<file path="config.mk">
export PLATFORM = sky130hd
export DESIGN_NAME = json_string_escaper
export DESIGN_NICKNAME = d
export VERILOG_FILES = /design/src/rtl/jse_pkg.sv /design/src/rtl/json_string_escaper.sv /design/src/rtl/jse_decode.sv /design/src/rtl/jse_emit.sv
export SDC_FILE = /design/constraint.sdc
export NUM_CORES = 1
export LEC_CHECK = 0
export BUFFER_PORTS_ARGS = -buffer_cell sky130_fd_sc_hd__buf_2
export CAP_MARGIN = 20
export CORE_MARGIN = 2
export CORE_UTILIZATION = 45
export CTS_BUF_LIST = sky130_fd_sc_hd__clkbuf_16
export CTS_CLUSTER_DIAMETER = 50
export DETAILED_ROUTE_END_ITERATION = 12
export HOLD_SLACK_MARGIN = 0.1
export PLACE_DENSITY_LB_ADDON = 0.3
export SKIP_LAST_GASP = 1
export SYNTH_ARGS = -nofsm -noshare
export SYNTH_HDL_FRONTEND = slang
export SYNTH_HIERARCHICAL = 1
export SYNTH_SLANG_ARGS = --single-unit
</file>
<file path="constraint.sdc">
create_clock -name clock -period 13.65 [get_ports clock]
set_clock_uncertainty 0.1 [all_clocks]
set_input_delay 2.73 -clock clock [delete_from_list [all_inputs] [get_ports clock]]
set_output_delay 2.73 -clock clock [all_outputs]
set_load 0.01 [all_outputs]
</file>
<file path="src/rtl/jse_pkg.sv">
// Shared types and constants for the JSON string escaper.
// Used by jse_decode, jse_emit and json_string_escaper; no dependencies.
`default_nettype none

package jse_pkg;

   // token slots filled by the decoder for one transfer, in output order
   localparam int NUM_SLOTS = 6;
   localparam int SLOT_W    = 3;

   localparam logic [SLOT_W-1:0] SLOT_OPEN  = 3'd0;
   localparam logic [SLOT_W-1:0] SLOT_BYTE  = 3'd1;
   localparam logic [SLOT_W-1:0] SLOT_REPL  = 3'd2;
   localparam logic [SLOT_W-1:0] SLOT_POS1  = 3'd3;
   localparam logic [SLOT_W-1:0] SLOT_POS2  = 3'd4;
   localparam logic [SLOT_W-1:0] SLOT_CLOSE = 3'd5;

   // token kinds: plain char, two-char escape, \uXXXX, surrogate pair
   localparam logic [1:0] KIND_CHAR = 2'd0;
   localparam logic [1:0] KIND_ESC  = 2'd1;
   localparam logic [1:0] KIND_U16  = 2'd2;
   localparam logic [1:0] KIND_PAIR = 2'd3;

   localparam logic [6:0] CHAR_QUOTE  = 7'h22;
   localparam logic [6:0] CHAR_BSLASH = 7'h5c;
   localparam logic [6:0] CHAR_U      = 7'h75;

   typedef struct packed {
      logic [1:0]  kind;
      logic [15:0] hi;
      logic [15:0] lo;
   } tok_type;

   typedef struct packed {
      logic [NUM_SLOTS-1:0]          mask;
      tok_type [NUM_SLOTS-1:0]       toks;
   } job_type;

endpackage

`default_nettype wire

</file>
<file path="src/rtl/json_string_escaper.sv">
// Top level of the JSON string escaper: stream ports, decoder and emitter.
// Depends on jse_pkg, jse_decode and jse_emit.
//
// Usage: string bytes enter on the req_ stream, one transfer per byte. tuser
// carries has_byte and first_of_string, tlast marks the final transfer of a
// string. The rsp_ stream carries the quoted, escaped JSON text one ASCII
// character per transfer; rsp_tlast marks the last character caused by an
// input transfer and rsp_tuser marks the closing quote.
// A transfer's tokens go to the token register, then each character to the
// output register. Throughput: one character per cycle while the receiver
// does not stall; a transfer that produces one character is taken every
// cycle, one producing more holds req_tready low until the character
// sequencer has walked its tokens. Transfers that produce no character
// (held UTF-8 bytes, bytes after a NUL) load no tokens and do not stall.
// Reset clears the sequence state and both valid flags. When the receiver
// stalls, the output register holds its character and the next input
// transfer is still taken once the current one has been fully handed over.
`default_nettype none

module json_string_escaper (
   input  wire logic       clock,
   input  wire logic       reset,
   input  wire logic       req_tvalid,
   output logic            req_tready,
   input  wire logic [7:0] req_tdata,   // [7:0] data_byte
   input  wire logic [1:0] req_tuser,   // [0] has_byte, [1] first_of_string
   input  wire logic       req_tlast,   // last_of_string
   output logic            rsp_tvalid,
   input  wire logic       rsp_tready,
   output logic [7:0]      rsp_tdata,   // [6:0] out_char, [7] zero
   output logic            rsp_tuser,   // [0] string_end
   output logic            rsp_tlast    // last_of_run
);

   jse_pkg::job_type job;
   logic             accept;
   logic [6:0]       out_char;

   assign accept = req_tvalid && req_tready;

   jse_decode u_decode (
      .clock           (clock),
      .reset           (reset),
      .accept          (accept),
      .data_byte       (req_tdata),
      .has_byte        (req_tuser[0]),
      .first_of_string (req_tuser[1]),
      .last_of_string  (req_tlast),
      .job             (job)
   );

   jse_emit u_emit (
      .clock     (clock),
      .reset     (reset),
      .accept    (accept),
      .job_in    (job),
      .req_ready (req_tready),
      .rsp_valid (rsp_tvalid),
      .rsp_ready (rsp_tready),
      .rsp_char  (out_char),
      .rsp_last  (rsp_tlast),
      .rsp_end   (rsp_tuser)
   );

   assign rsp_tdata = {1'b0, out_char};

endmodule

`default_nettype wire

</file>
<file path="src/rtl/jse_decode.sv">
// UTF-8 decode and escape classification of one input transfer into tokens.
// Holds the partial-sequence state; uses jse_pkg.
`default_nettype none

module jse_decode (
   input  wire logic              clock,
   input  wire logic              reset,
   input  wire logic              accept,
   input  wire logic [7:0]        data_byte,
   input  wire logic              has_byte,
   input  wire logic              first_of_string,
   input  wire logic              last_of_string,
   output jse_pkg::job_type       job
);

   localparam logic [20:0] REPL_CP = 21'h00fffd;

   logic [7:0] held_ff [3];
   logic [7:0] held_in [3];
   logic [1:0] held_cnt_ff, held_cnt_in;
   logic [2:0] seq_len_ff, seq_len_in;
   logic       nul_ff, nul_in;

   function automatic logic [2:0] lead_len(input logic [7:0] b);
      logic [2:0] n;
      if (b < 8'h80)      n = 3'd1;
      else if (b < 8'he0) n = 3'd2;
      else if (b < 8'hf0) n = 3'd3;
      else if (b < 8'hf8) n = 3'd4;
      else                n = 3'd1;
      return n;
   endfunction

   function automatic logic [20:0] dec2(input logic [7:0] b0, input logic [7:0] b1);
      logic [10:0] c;
      c = {b0[4:0], b1[5:0]};
      return (c < 11'h080) ? REPL_CP : {10'b0, c};
   endfunction

   function automatic logic [20:0] dec3(input logic [7:0] b0, input logic [7:0] b1,
                                        input logic [7:0] b2);
      logic [15:0] c;
      c = {b0[3:0], b1[5:0], b2[5:0]};
      if ((c >= 16'hd800 && c <= 16'hdfff) || c < 16'h0800) return REPL_CP;
      return {5'b0, c};
   endfunction

   function automatic logic [20:0] dec4(input logic [7:0] b0, input logic [7:0] b1,
                                        input logic [7:0] b2, input logic [7:0] b3);
      logic [20:0] c;
      c = {b0[2:0], b1[5:0], b2[5:0], b3[5:0]};
      return (c < 21'h010000) ? REPL_CP : c;
   endfunction

   function automatic jse_pkg::tok_type cp_tok(input logic [20:0] cp);
      logic [20:0]      d;
      jse_pkg::tok_type t;
      d = cp - 21'h010000;
      if (cp >= 21'h000020 && cp < 21'h000080) begin
         t = '{kind: jse_pkg::KIND_CHAR, hi: 16'h0, lo: cp[15:0]};
      end else if (cp < 21'h010000) begin
         t = '{kind: jse_pkg::KIND_U16, hi: 16'h0, lo: cp[15:0]};
      end else begin
         t = '{kind: jse_pkg::KIND_PAIR, hi: 16'hd800 + {5'b0, d[20:10]},
               lo: {6'b110111, d[9:0]}};
      end
      return t;
   endfunction

   function automatic jse_pkg::tok_type esc_tok(input logic [6:0] c);
      jse_pkg::tok_type t;
      t = '{kind: jse_pkg::KIND_ESC, hi: 16'h0, lo: {9'b0, c}};
      return t;
   endfunction

   // single-byte lead: escapes, ascii, or 0xf8 and up
   function automatic jse_pkg::tok_type single_tok(input logic [7:0] b);
      jse_pkg::tok_type t;
      case (b)
         8'h22:   t = esc_tok(7'h22);
         8'h5c:   t = esc_tok(7'h5c);
         8'h08:   t = esc_tok(7'h62);
         8'h0c:   t = esc_tok(7'h66);
         8'h0a:   t = esc_tok(7'h6e);
         8'h0d:   t = esc_tok(7'h72);
         8'h09:   t = esc_tok(7'h74);
         default: t = cp_tok((b < 8'h80) ? {13'b0, b} : REPL_CP);
      endcase
      return t;
   endfunction

   jse_pkg::tok_type quote_tok;
   assign quote_tok = '{kind: jse_pkg::KIND_CHAR, hi: 16'h0, lo: {9'b0, jse_pkg::CHAR_QUOTE}};

   always_comb begin
      logic       redo2;
      logic [2:0] l1;
      job         = '0;
      held_in     = held_ff;
      held_cnt_in = held_cnt_ff;
      seq_len_in  = seq_len_ff;
      nul_in      = nul_ff;
      redo2       = 1'b0;
      l1          = lead_len(held_ff[1]);

      if (first_of_string) begin
         held_cnt_in = 2'd0;
         seq_len_in  = 3'd0;
         nul_in      = 1'b0;
         job.mask[jse_pkg::SLOT_OPEN] = 1'b1;
         job.toks[jse_pkg::SLOT_OPEN] = quote_tok;
      end

      if (has_byte && !nul_in) begin
         if (held_cnt_in != 2'd0 && {1'b0, held_cnt_in} < seq_len_in) begin
            if (held_cnt_in != 2'd3) begin
               held_in[held_cnt_in] = data_byte;
               held_cnt_in = held_cnt_in + 2'd1;
               if ({1'b0, held_cnt_in} == seq_len_in) begin
                  job.mask[jse_pkg::SLOT_BYTE] = 1'b1;
                  job.toks[jse_pkg::SLOT_BYTE] = (seq_len_in == 3'd2) ?
                     cp_tok(dec2(held_in[0], held_in[1])) :
                     cp_tok(dec3(held_in[0], held_in[1], held_in[2]));
                  held_cnt_in = 2'd0;
                  seq_len_in  = 3'd0;
               end
            end else begin
               // fourth byte of a four-byte form
               job.mask[jse_pkg::SLOT_BYTE] = 1'b1;
               job.toks[jse_pkg::SLOT_BYTE] =
                  cp_tok(dec4(held_in[0], held_in[1], held_in[2], data_byte));
               held_cnt_in = 2'd0;
               seq_len_in  = 3'd0;
            end
         end else if (data_byte == 8'h00) begin
            nul_in = 1'b1;
         end else if (lead_len(data_byte) == 3'd1) begin
            job.mask[jse_pkg::SLOT_BYTE] = 1'b1;
            job.toks[jse_pkg::SLOT_BYTE] = single_tok(data_byte);
         end else begin
            held_in[0]  = data_byte;
            held_cnt_in = 2'd1;
            seq_len_in  = lead_len(data_byte);
         end
      end

      if (last_of_string) begin
         // cut-off sequence: lead gives a replacement, later bytes re-decoded
         l1 = lead_len(held_in[1]);
         if (held_cnt_in != 2'd0) begin
            job.mask[jse_pkg::SLOT_REPL] = 1'b1;
            job.toks[jse_pkg::SLOT_REPL] = cp_tok(REPL_CP);
         end
         if (held_cnt_in >= 2'd2 && !nul_in && held_in[1] != 8'h00) begin
            job.mask[jse_pkg::SLOT_POS1] = 1'b1;
            if (l1 == 3'd1) begin
               job.toks[jse_pkg::SLOT_POS1] = single_tok(held_in[1]);
               redo2 = 1'b1;
            end else if (l1 == 3'd2 && held_cnt_in == 2'd3) begin
               job.toks[jse_pkg::SLOT_POS1] = cp_tok(dec2(held_in[1], held_in[2]));
            end else begin
               job.toks[jse_pkg::SLOT_POS1] = cp_tok(REPL_CP);
               redo2 = 1'b1;
            end
         end
         if (redo2 && held_cnt_in == 2'd3 && held_in[2] != 8'h00) begin
            job.mask[jse_pkg::SLOT_POS2] = 1'b1;
            job.toks[jse_pkg::SLOT_POS2] = (lead_len(held_in[2]) == 3'd1) ?
               single_tok(held_in[2]) : cp_tok(REPL_CP);
         end
         job.mask[jse_pkg::SLOT_CLOSE] = 1'b1;
         job.toks[jse_pkg::SLOT_CLOSE] = quote_tok;
         held_cnt_in = 2'd0;
         seq_len_in  = 3'd0;
         nul_in      = 1'b0;
      end
   end

   always_ff @(posedge clock) begin
      if (accept) begin
         held_ff <= held_in;
      end
   end

   always_ff @(posedge clock) begin
      if (reset) begin
         held_cnt_ff <= 2'd0;
         seq_len_ff  <= 3'd0;
         nul_ff      <= 1'b0;
      end else if (accept) begin
         held_cnt_ff <= held_cnt_in;
         seq_len_ff  <= seq_len_in;
         nul_ff      <= nul_in;
      end
   end

endmodule

`default_nettype wire

</file>
<file path="src/rtl/jse_emit.sv">
// Token register and character sequencer with the result output register.
// Walks the tokens of one transfer one character per cycle while the output is not stalled; uses jse_pkg.
`default_nettype none

module jse_emit (
   input  wire logic              clock,
   input  wire logic              reset,
   input  wire logic              accept,
   input  wire jse_pkg::job_type  job_in,
   output logic                   req_ready,
   output logic                   rsp_valid,
   input  wire logic              rsp_ready,
   output logic [6:0]             rsp_char,
   output logic                   rsp_last,
   output logic                   rsp_end
);

   jse_pkg::job_type                  job_ff;
   logic                              job_valid_ff, job_valid_in;
   logic [jse_pkg::SLOT_W-1:0]        idx_ff, idx_in;
   logic [3:0]                        chr_ff, chr_in;
   logic                              rsp_valid_ff, rsp_valid_in;
   logic [6:0]                        char_ff;
   logic                              last_ff, end_ff;

   jse_pkg::tok_type                  cur;
   logic [3:0]                        tok_len;
   logic                              last_chr, last_tok, out_load, job_done, job_load;
   logic [jse_pkg::SLOT_W:0]          nxt, first;
   logic [6:0]                        char_in;

   function automatic logic [6:0] hex_char(input logic [3:0] n);
      return (n < 4'd10) ? 7'h30 + {3'b0, n} : 7'h57 + {3'b0, n};
   endfunction

   function automatic logic [6:0] u16_char(input logic [15:0] v, input logic [2:0] pos);
      logic [6:0] c;
      case (pos)
         3'd0:    c = jse_pkg::CHAR_BSLASH;
         3'd1:    c = jse_pkg::CHAR_U;
         3'd2:    c = hex_char(v[15:12]);
         3'd3:    c = hex_char(v[11:8]);
         3'd4:    c = hex_char(v[7:4]);
         3'd5:    c = hex_char(v[3:0]);
         default: c = jse_pkg::CHAR_BSLASH;
      endcase
      return c;
   endfunction

   // first set mask bit at or above from, with a found flag on top
   function automatic logic [jse_pkg::SLOT_W:0] find_slot(
      input logic [jse_pkg::NUM_SLOTS-1:0] mask, input logic [jse_pkg::SLOT_W-1:0] from);
      logic                       found;
      logic [jse_pkg::SLOT_W-1:0] idx;
      found = 1'b0;
      idx   = '0;
      for (int i = 0; i < jse_pkg::NUM_SLOTS; i++) begin
         if (!found && mask[i] && i >= int'(from)) begin
            found = 1'b1;
            idx   = jse_pkg::SLOT_W'(i);
         end
      end
      return {found, idx};
   endfunction

   assign cur      = job_ff.toks[idx_ff];
   assign nxt      = find_slot(job_ff.mask, idx_ff + 3'd1);
   assign first    = find_slot(job_in.mask, '0);
   assign last_tok = !nxt[jse_pkg::SLOT_W];

   always_comb begin
      case (cur.kind)
         jse_pkg::KIND_CHAR: begin
            tok_len = 4'd1;
            char_in = cur.lo[6:0];
         end
         jse_pkg::KIND_ESC: begin
            tok_len = 4'd2;
            char_in = (chr_ff == 4'd0) ? jse_pkg::CHAR_BSLASH : cur.lo[6:0];
         end
         jse_pkg::KIND_U16: begin
            tok_len = 4'd6;
            char_in = u16_char(cur.lo, chr_ff[2:0]);
         end
         default: begin
            tok_len = 4'd12;
            char_in = (chr_ff < 4'd6) ? u16_char(cur.hi, chr_ff[2:0]) :
                                        u16_char(cur.lo, 3'(chr_ff - 4'd6));
         end
      endcase
   end

   assign last_chr     = (chr_ff == tok_len - 4'd1);
   assign out_load     = job_valid_ff && (!rsp_valid_ff || rsp_ready);
   assign job_done     = out_load && last_chr && last_tok;
   assign req_ready    = !job_valid_ff || job_done;
   assign job_load     = accept && (job_in.mask != '0);
   assign job_valid_in = job_load || (job_valid_ff && !job_done);
   assign rsp_valid_in = out_load || (rsp_valid_ff && !rsp_ready);

   always_comb begin
      idx_in = idx_ff;
      chr_in = chr_ff;
      if (job_load) begin
         idx_in = first[jse_pkg::SLOT_W-1:0];
         chr_in = 4'd0;
      end else if (out_load) begin
         if (last_chr) begin
            idx_in = nxt[jse_pkg::SLOT_W-1:0];
            chr_in = 4'd0;
         end else begin
            chr_in = chr_ff + 4'd1;
         end
      end
   end

   always_ff @(posedge clock) begin
      if (reset) begin
         job_valid_ff <= 1'b0;
         rsp_valid_ff <= 1'b0;
         idx_ff       <= '0;
         chr_ff       <= 4'd0;
      end else begin
         job_valid_ff <= job_valid_in;
         rsp_valid_ff <= rsp_valid_in;
         idx_ff       <= idx_in;
         chr_ff       <= chr_in;
      end
   end

   always_ff @(posedge clock) begin
      if (job_load) begin
         job_ff <= job_in;
      end
      if (out_load) begin
         char_ff <= char_in;
         last_ff <= last_chr && last_tok;
         // the closing quote only ever sits in its own slot
         end_ff  <= last_chr && last_tok && (idx_ff == jse_pkg::SLOT_CLOSE);
      end
   end

   assign rsp_valid = rsp_valid_ff;
   assign rsp_char  = char_ff;
   assign rsp_last  = last_ff;
   assign rsp_end   = end_ff;

endmodule

`default_nettype wire
</file>
==> results.tsv, run 1 <==
metric	value	unit
grt_use_met3	2.910	%
worst_ir_drop_vdd	86.83	uV
clock_path_buffers	3	
async_flop_share	0	%
layout.nets	1420	
wl_per_cell	20.67	um
cts_tree	built	
cp_max_fo	127	
relSlewSlack	30.07	%
hold_viol_final	0	
synth_cells	1424	
initial_utilization	45.84	%
syn_area	0.01541	mm^2
grt_util_met2	34.84	%
fp.dieW	189.0	um
htree_levels	2	
layout_common_cells	240 x edfxtp_1, 131 x nor2_1, 116 x conb_1	
cts_made_buffers	35	
p_leak	5.692	nW
setup_tns	0	ns
gp_congestion	0.9475	
insertion_delay	0.54	ns
first_pass_iters	5	
finalSetupViolCount	0	
wl	38410	um
cp_num_buf_inv	6	
core	0.03362	mm^2
dieHeight	189.0	um
clkTransAtPathRegs	0.06	ns
drcViolationCount	0	
num_antenna_cells	0	
final_common_cell	edfxtp_1	
ys_seq_area_share	48.72	%
min_period	7.633	ns
hpwl	27110	um
crit_chain	buf_2, nor3b_1, buf_4, o211a_1, mux2_2, nor3_1, nand2_1, inv_1, nor2_1, nand2_1, o31ai_1, buf_2, inv_8, buf_4	
vias_per_cell	5.797	
synth-edff-count	240	
yosysUniqueCellTypes	96	
avgSynthCellArea	10.82	um^2
worstMarginPinSlew	1.034	ns
vias	10770	
std_cell_rows	67	
cts_setup_buffers	0	
synth_compound_area_share	15.37	%
synth_xor_area_share	0.8445	%
endpoint_kind	register	
ys_ff_latch	255	
maxCapViolCount	0	
cp_slowest_stage_delay	0.93	ns
post-route-period-util	55.92	%
cpMaxStageDelayCell	buf_4	
status	finished, final reports clean	
area_growth_syn_to_layout	5.010	%
grt_max_degree	128	
yosysWarnings	6	
worstPathRequired	13.69	ns
ys.flop_type	edfxtp_1	
portBuffers	25	
clockRootBuffer	clkbuf_16	
die-area	0.03574	mm^2
dpl_cell_area	0.01505	mm^2
grt_setup_unrepaired	false	
top_usage_layer	met2	
grtUsageMet1	29.89	%
cp-start-kind	input port	
synth-simple-area-share	12.60	%
drt_iter0_drc	1120	
antenna_found_initial	0	
track_usage	21.44	%
cp_data_arrival_time	7.68	ns
gr-total-overflow	0	
yosys.area_share.adder	1.705	%
worstHoldPathType	register to register	
fmax	0.1310	GHz
final_critical_path_setup_slack	6.017	ns
power	2.156	mW
synth_top_family_by_area	compound AO/OA/AOI/OAI gates	
path_delay_family	buffers and inverters	
pin_count	27	
place_ws	5.571	ns
cts_sinks	255	
cts_hold_repair.buffers	0	
stdcell_area	0.01618	mm^2
p_per_area	133.3	mW/mm^2
crit_type	input port to register	
grt_pass1_wl	59540	um
drive_gt1_share	10.43	%
first_global_vias	10237	
nFillCells	3030	
drv_slew	0	
ant_nets	0	
muxShareOfSynthArea	9.444	%
post_cts_resized	0	
==> state kept, by name, summed over array words and instances, names as in the netlist <==
register	count
u_emit/job_ff	210
u_decode/held_ff	21
u_emit/rsp_char	7
u_emit/chr_ff	4
u_decode/seq_len_ff	3
u_emit/idx_ff	3
u_decode/held_cnt_ff	2
u_decode/nul_ff	1
u_emit/job_valid_ff	1
u_emit/rsp_end	1
u_emit/rsp_last	1
u_emit/rsp_valid	1
==> worst register-to-register path: stages (launching register included) <==
cell,delay [ns]
dfxtp_4,0.47
buf_4,0.62
mux4_2,0.64
a22oi_1,0.48
nand2_1,0.12
o22ai_2,0.34
and3_1,0.28
nand2_1,0.07
nand2_1,0.15
and2_1,0.16
buf_4,0.36
o31ai_1,0.19
buf_2,0.21
inv_8,0.55
buf_4,1.06
==> through the flow <==
| step | util (%) | cells | hold WS [ns] |
|---|---|---|---|
| 4_1_cts | 48.12 | 1857 | 0.3920 |
| 5_1_grt | 48.13 | 1858 | 0.4207 |
| 3_5_place_dp | 44.78 | 1794 | 0.3838 |
| 3_3_place_gp | 44.78 | 1794 | 0.3832 |
| 6_report | 48.13 | 1858 | 0.3975 |
| 2_1_floorplan | - | 1538 | 0.3331 |
==> Yosys cell counts (all sizes together) (6+ instances only) <==
cell      n  area (um^2)
or3      15        93.84
a21oi    99        510.5
a211oi   15        112.6
mux2i   109         1091
or4       8        63.81
xnor2     8        77.58
and2     18        112.6
nor4b     7        61.31
dfxtp    15        300.3
o21ai    59        295.3
mux4     10        225.2
nand3    27        135.1
a32oi     6        52.55
nand2    65        244.0
o21a     10        75.07
nor3     22        110.1
a21boi    8        67.57
buf     186         1416
nor2    135        516.7
clkbuf   44        165.2
a22oi     6        45.04
mux2     12        138.9
and3     10        62.56
a31oi    14        87.58
o211ai   13        97.59
nor2b    10        62.56
a21o      9        67.56
ha       21        262.8
nor4      7        43.79
o311a     6        60.06
inv      41        153.9
nand4    20        125.1
edfxtp  240         7207
xor2      6        52.55
a221oi    6        70.07
nand2b   15        93.84
o22ai    30        207.7
==> final timing paths <==
| kind | cells past startpoint | slack (ns) | startpoint | to |
|---|---|---|---|---|
| worst min register to register | 2 | 0.40 | u_emit/job_valid_ff | u_emit/rsp_valid |
| worst min-delay path | 2 | 0.40 | u_emit/job_valid_ff | u_emit/rsp_valid |
| worst max-delay path | 14 | 6.02 | req_tuser[1] | u_emit/job_ff[59] |
| worst max register to register | 14 | 7.43 | u_emit/idx_ff[0] | u_emit/job_ff[59] |
==> layer usage <==
layer | vias up | part of all wire [%]
met5 | - | 0
met4 | 0 | 2.5
met3 | 70 | 5.7
met2 | 389 | 47
met1 | 5273 | 45
li1 | 5038 | -
==> logic make-up after synthesis <==
| kind of cell | Yosys count |
|---|---|
| muxes | 131 |
| other | 2 |
| xor gates and xnor gates | 14 |
| and+or+nand+nor | 385 |
| adders and majority gates | 21 |
| AOI/OAI and AO/OA | 345 |
| DFF | 255 |
| buffers and inverters | 271 |
==> cell type report <==
type                            count  area (um^2)  area share (%)
Tap cell                          448        560.5           3.464
Inverter                           41        161.4          0.9975
Sequential cell                   255         7515           46.44
Clock buffer                       35        875.8           5.413
Multi-Input combinational cell   1012         6594           40.75
Clock inverter                     28        246.5           1.523
Timing Repair Buffer               39        227.7           1.407
==> report_power, final <==
group / leakage (nW) / internal (mW) / switching, mW / total (mW)
clock: 0.542 / 0.503 / 0.361 / 0.864
sequential: 2.44 / 0.922 / 0.0316 / 0.953
combinational: 2.71 / 0.115 / 0.224 / 0.339
total: 5.69 / 1.54 / 0.617 / 2.16
(Power assumes the default switching activity.)
==> run 2, diff against run 1 <==
clock period = 7.1 ns   (was 13.65 ns; I/O delays follow)
==> results.tsv, run 2 (synthesized netlist as in run 1, its figures left out) <==
metric	value	unit
worstHoldPathType	register to register	
vias_per_cell	5.809	
switching_share	28.52	%
grt_pass1_wl	60110	um
p_int	2.956	mW
cts_hold_repair.buffers	0	
core	0.03362	mm^2
layout.nets	1419	
grt_max_degree	187	
seqPwrFrac	44.3	%
first_pass_iters	5	
cts_sinks	255	
rr_worst_depth	13	
post_cts_resized	0	
largest-register	u_emit/job_ff	
clock_path_buffers	3	
std_cell_rows	67	
status	finished, final reports clean	
clkTransAtPathRegs	0.06	ns
crit_type	input port to register	
gr-total-overflow	0	
worst_ir_drop_vdd	141.3	uV
endpoint_kind	register	
relSlewSlack	30.75	%
num_antenna_cells	0	
die-area	0.03574	mm^2
cp_num_buf_inv	6	
area_growth_syn_to_layout	5.465	%
path_depth	14	
first_global_vias	10309	
cts_tree	built	
drive_gt1_share	11.22	%
worstPathRequired	7.14	ns
track_usage	21.70	%
cp_slowest_stage_delay	0.64	ns
cts_made_buffers	34	
crit_chain	buf_2, nor3b_1, buf_4, o211a_1, buf_4, mux2_2, nor3_1, nand2_1, inv_1, nor2_1, nand2_1, o31ai_4, clkinvlp_4, buf_12	
gp_congestion	0.9209	
final_common_cell	edfxtp_1	
initial_utilization	45.84	%
cts_setup_buffers	0	
finalSetupViolCount	0	
insertion_delay	0.52	ns
power	4.135	mW
ant_nets	0	
fmax	0.1829	GHz
grt_setup_unrepaired	false	
comb_power_share	16.0	%
setup_tns	0	ns
maxCapViolCount	0	
wl	38550	um
p_per_area	254.4	mW/mm^2
vias	10781	
pin_count	27	
htree_levels	2	
path_delay_family	buffers and inverters	
cp_data_arrival_time	5.50	ns
worstMarginPinSlew	1.039	ns
min_period	5.467	ns
post-route-period-util	77.00	%
drcViolationCount	0	
wl_per_cell	20.77	um
hold_viol_final	0	
portBuffers	25	
dieHeight	189.0	um
cpMaxStageDelayCell	buf_12	
drv_slew	0	
layout_common_cells	240 x edfxtp_1, 130 x nor2_1, 116 x conb_1	
min_path_cells	2	
hpwl	26880	um
stdcell_area	0.01625	mm^2
cp-start-kind	input port	
dpl_cell_area	0.01515	mm^2
cp_max_fo	186	
switchingPower	1.179	mW
clockRootBuffer	clkbuf_16	
drt_iter0_drc	984	
p_leak	5.712	nW
fp.dieW	189.0	um
largest_reg_flops	210	
clkPwrFrac	39.7	%
antenna_found_initial	0	
## run 2: changes by cell type in the layout (fill, tap and decap cells not counted), moves of 2 or more
cell | before | now
clkinv_2 | 1 | 3
clkinvlp_4 | 6 | 4
inv_1 | 43 | 41
nand2_1 | 65 | 63
nand2_2 | 0 | 2
## run 2: power groups by stage
stage                     clock [mW]  combinational, mW  sequential (mW)
after floorplan                    0              0.557             1.84
after global placement             0              0.645             1.86
after detailed placement           0              0.650             1.86
after CTS                       1.68              0.652             1.83
after global routing            1.74              0.730             1.84
final                           1.64              0.660             1.83
## run 2: area by class of cell
class / instances / area [um^2]
Timing Repair Buffer: 39 / 242.7
Sequential cell: 255 / 7515
Tap cell: 448 / 560.5
Clock buffer: 35 / 875.8
Multi-Input combinational cell: 1012 / 6678
Clock inverter: 26 / 221.5
Fill cell: 2994 / 17370
Inverter: 41 / 157.7
## run 2: tightest hold or removal path, cell delays in order (launching register included)
cell and delay (ns):
dfxtp_1 0.32, inv_1 0.05, a21oi_1 0.05
## run 2: metal layers
| metal | share of wire [%] | vias to the layer above | track usage [%] |
|---|---|---|---|
| li1 | - | 5056 | - |
| met1 | 44 | 5264 | 30.05 |
| met2 | 46 | 390 | 34.56 |
| met3 | 6.3 | 71 | 3.392 |
| met4 | 3.2 | 0 | 7.873 |
| met5 | 0 | - | 0 |
## run 2: through the flow
stage,std cells,utilization (%),worst slack [ns],hold slack [ns]
after CTS,1856,48.34,1.744,0.3625
after global placement,1795,45.08,1.308,0.3538
after detailed placement,1795,45.08,1.203,0.3556
after global routing,1856,48.34,1.342,0.3883
after floorplan,1538,-,0.01481,0.3331
final,1856,48.34,1.633,0.3634
## run 2: path summary, 6_finish.rpt
path	start	slack, ns	endpoint
setup / recovery	req_tuser[1]	1.63	u_emit/job_ff[162]
setup reg to reg	u_decode/held_cnt_ff[0]	2.06	u_emit/job_ff[162]
hold / removal	u_emit/job_valid_ff	0.36	u_emit/rsp_valid
hold reg to reg	u_emit/job_valid_ff	0.36	u_emit/rsp_valid
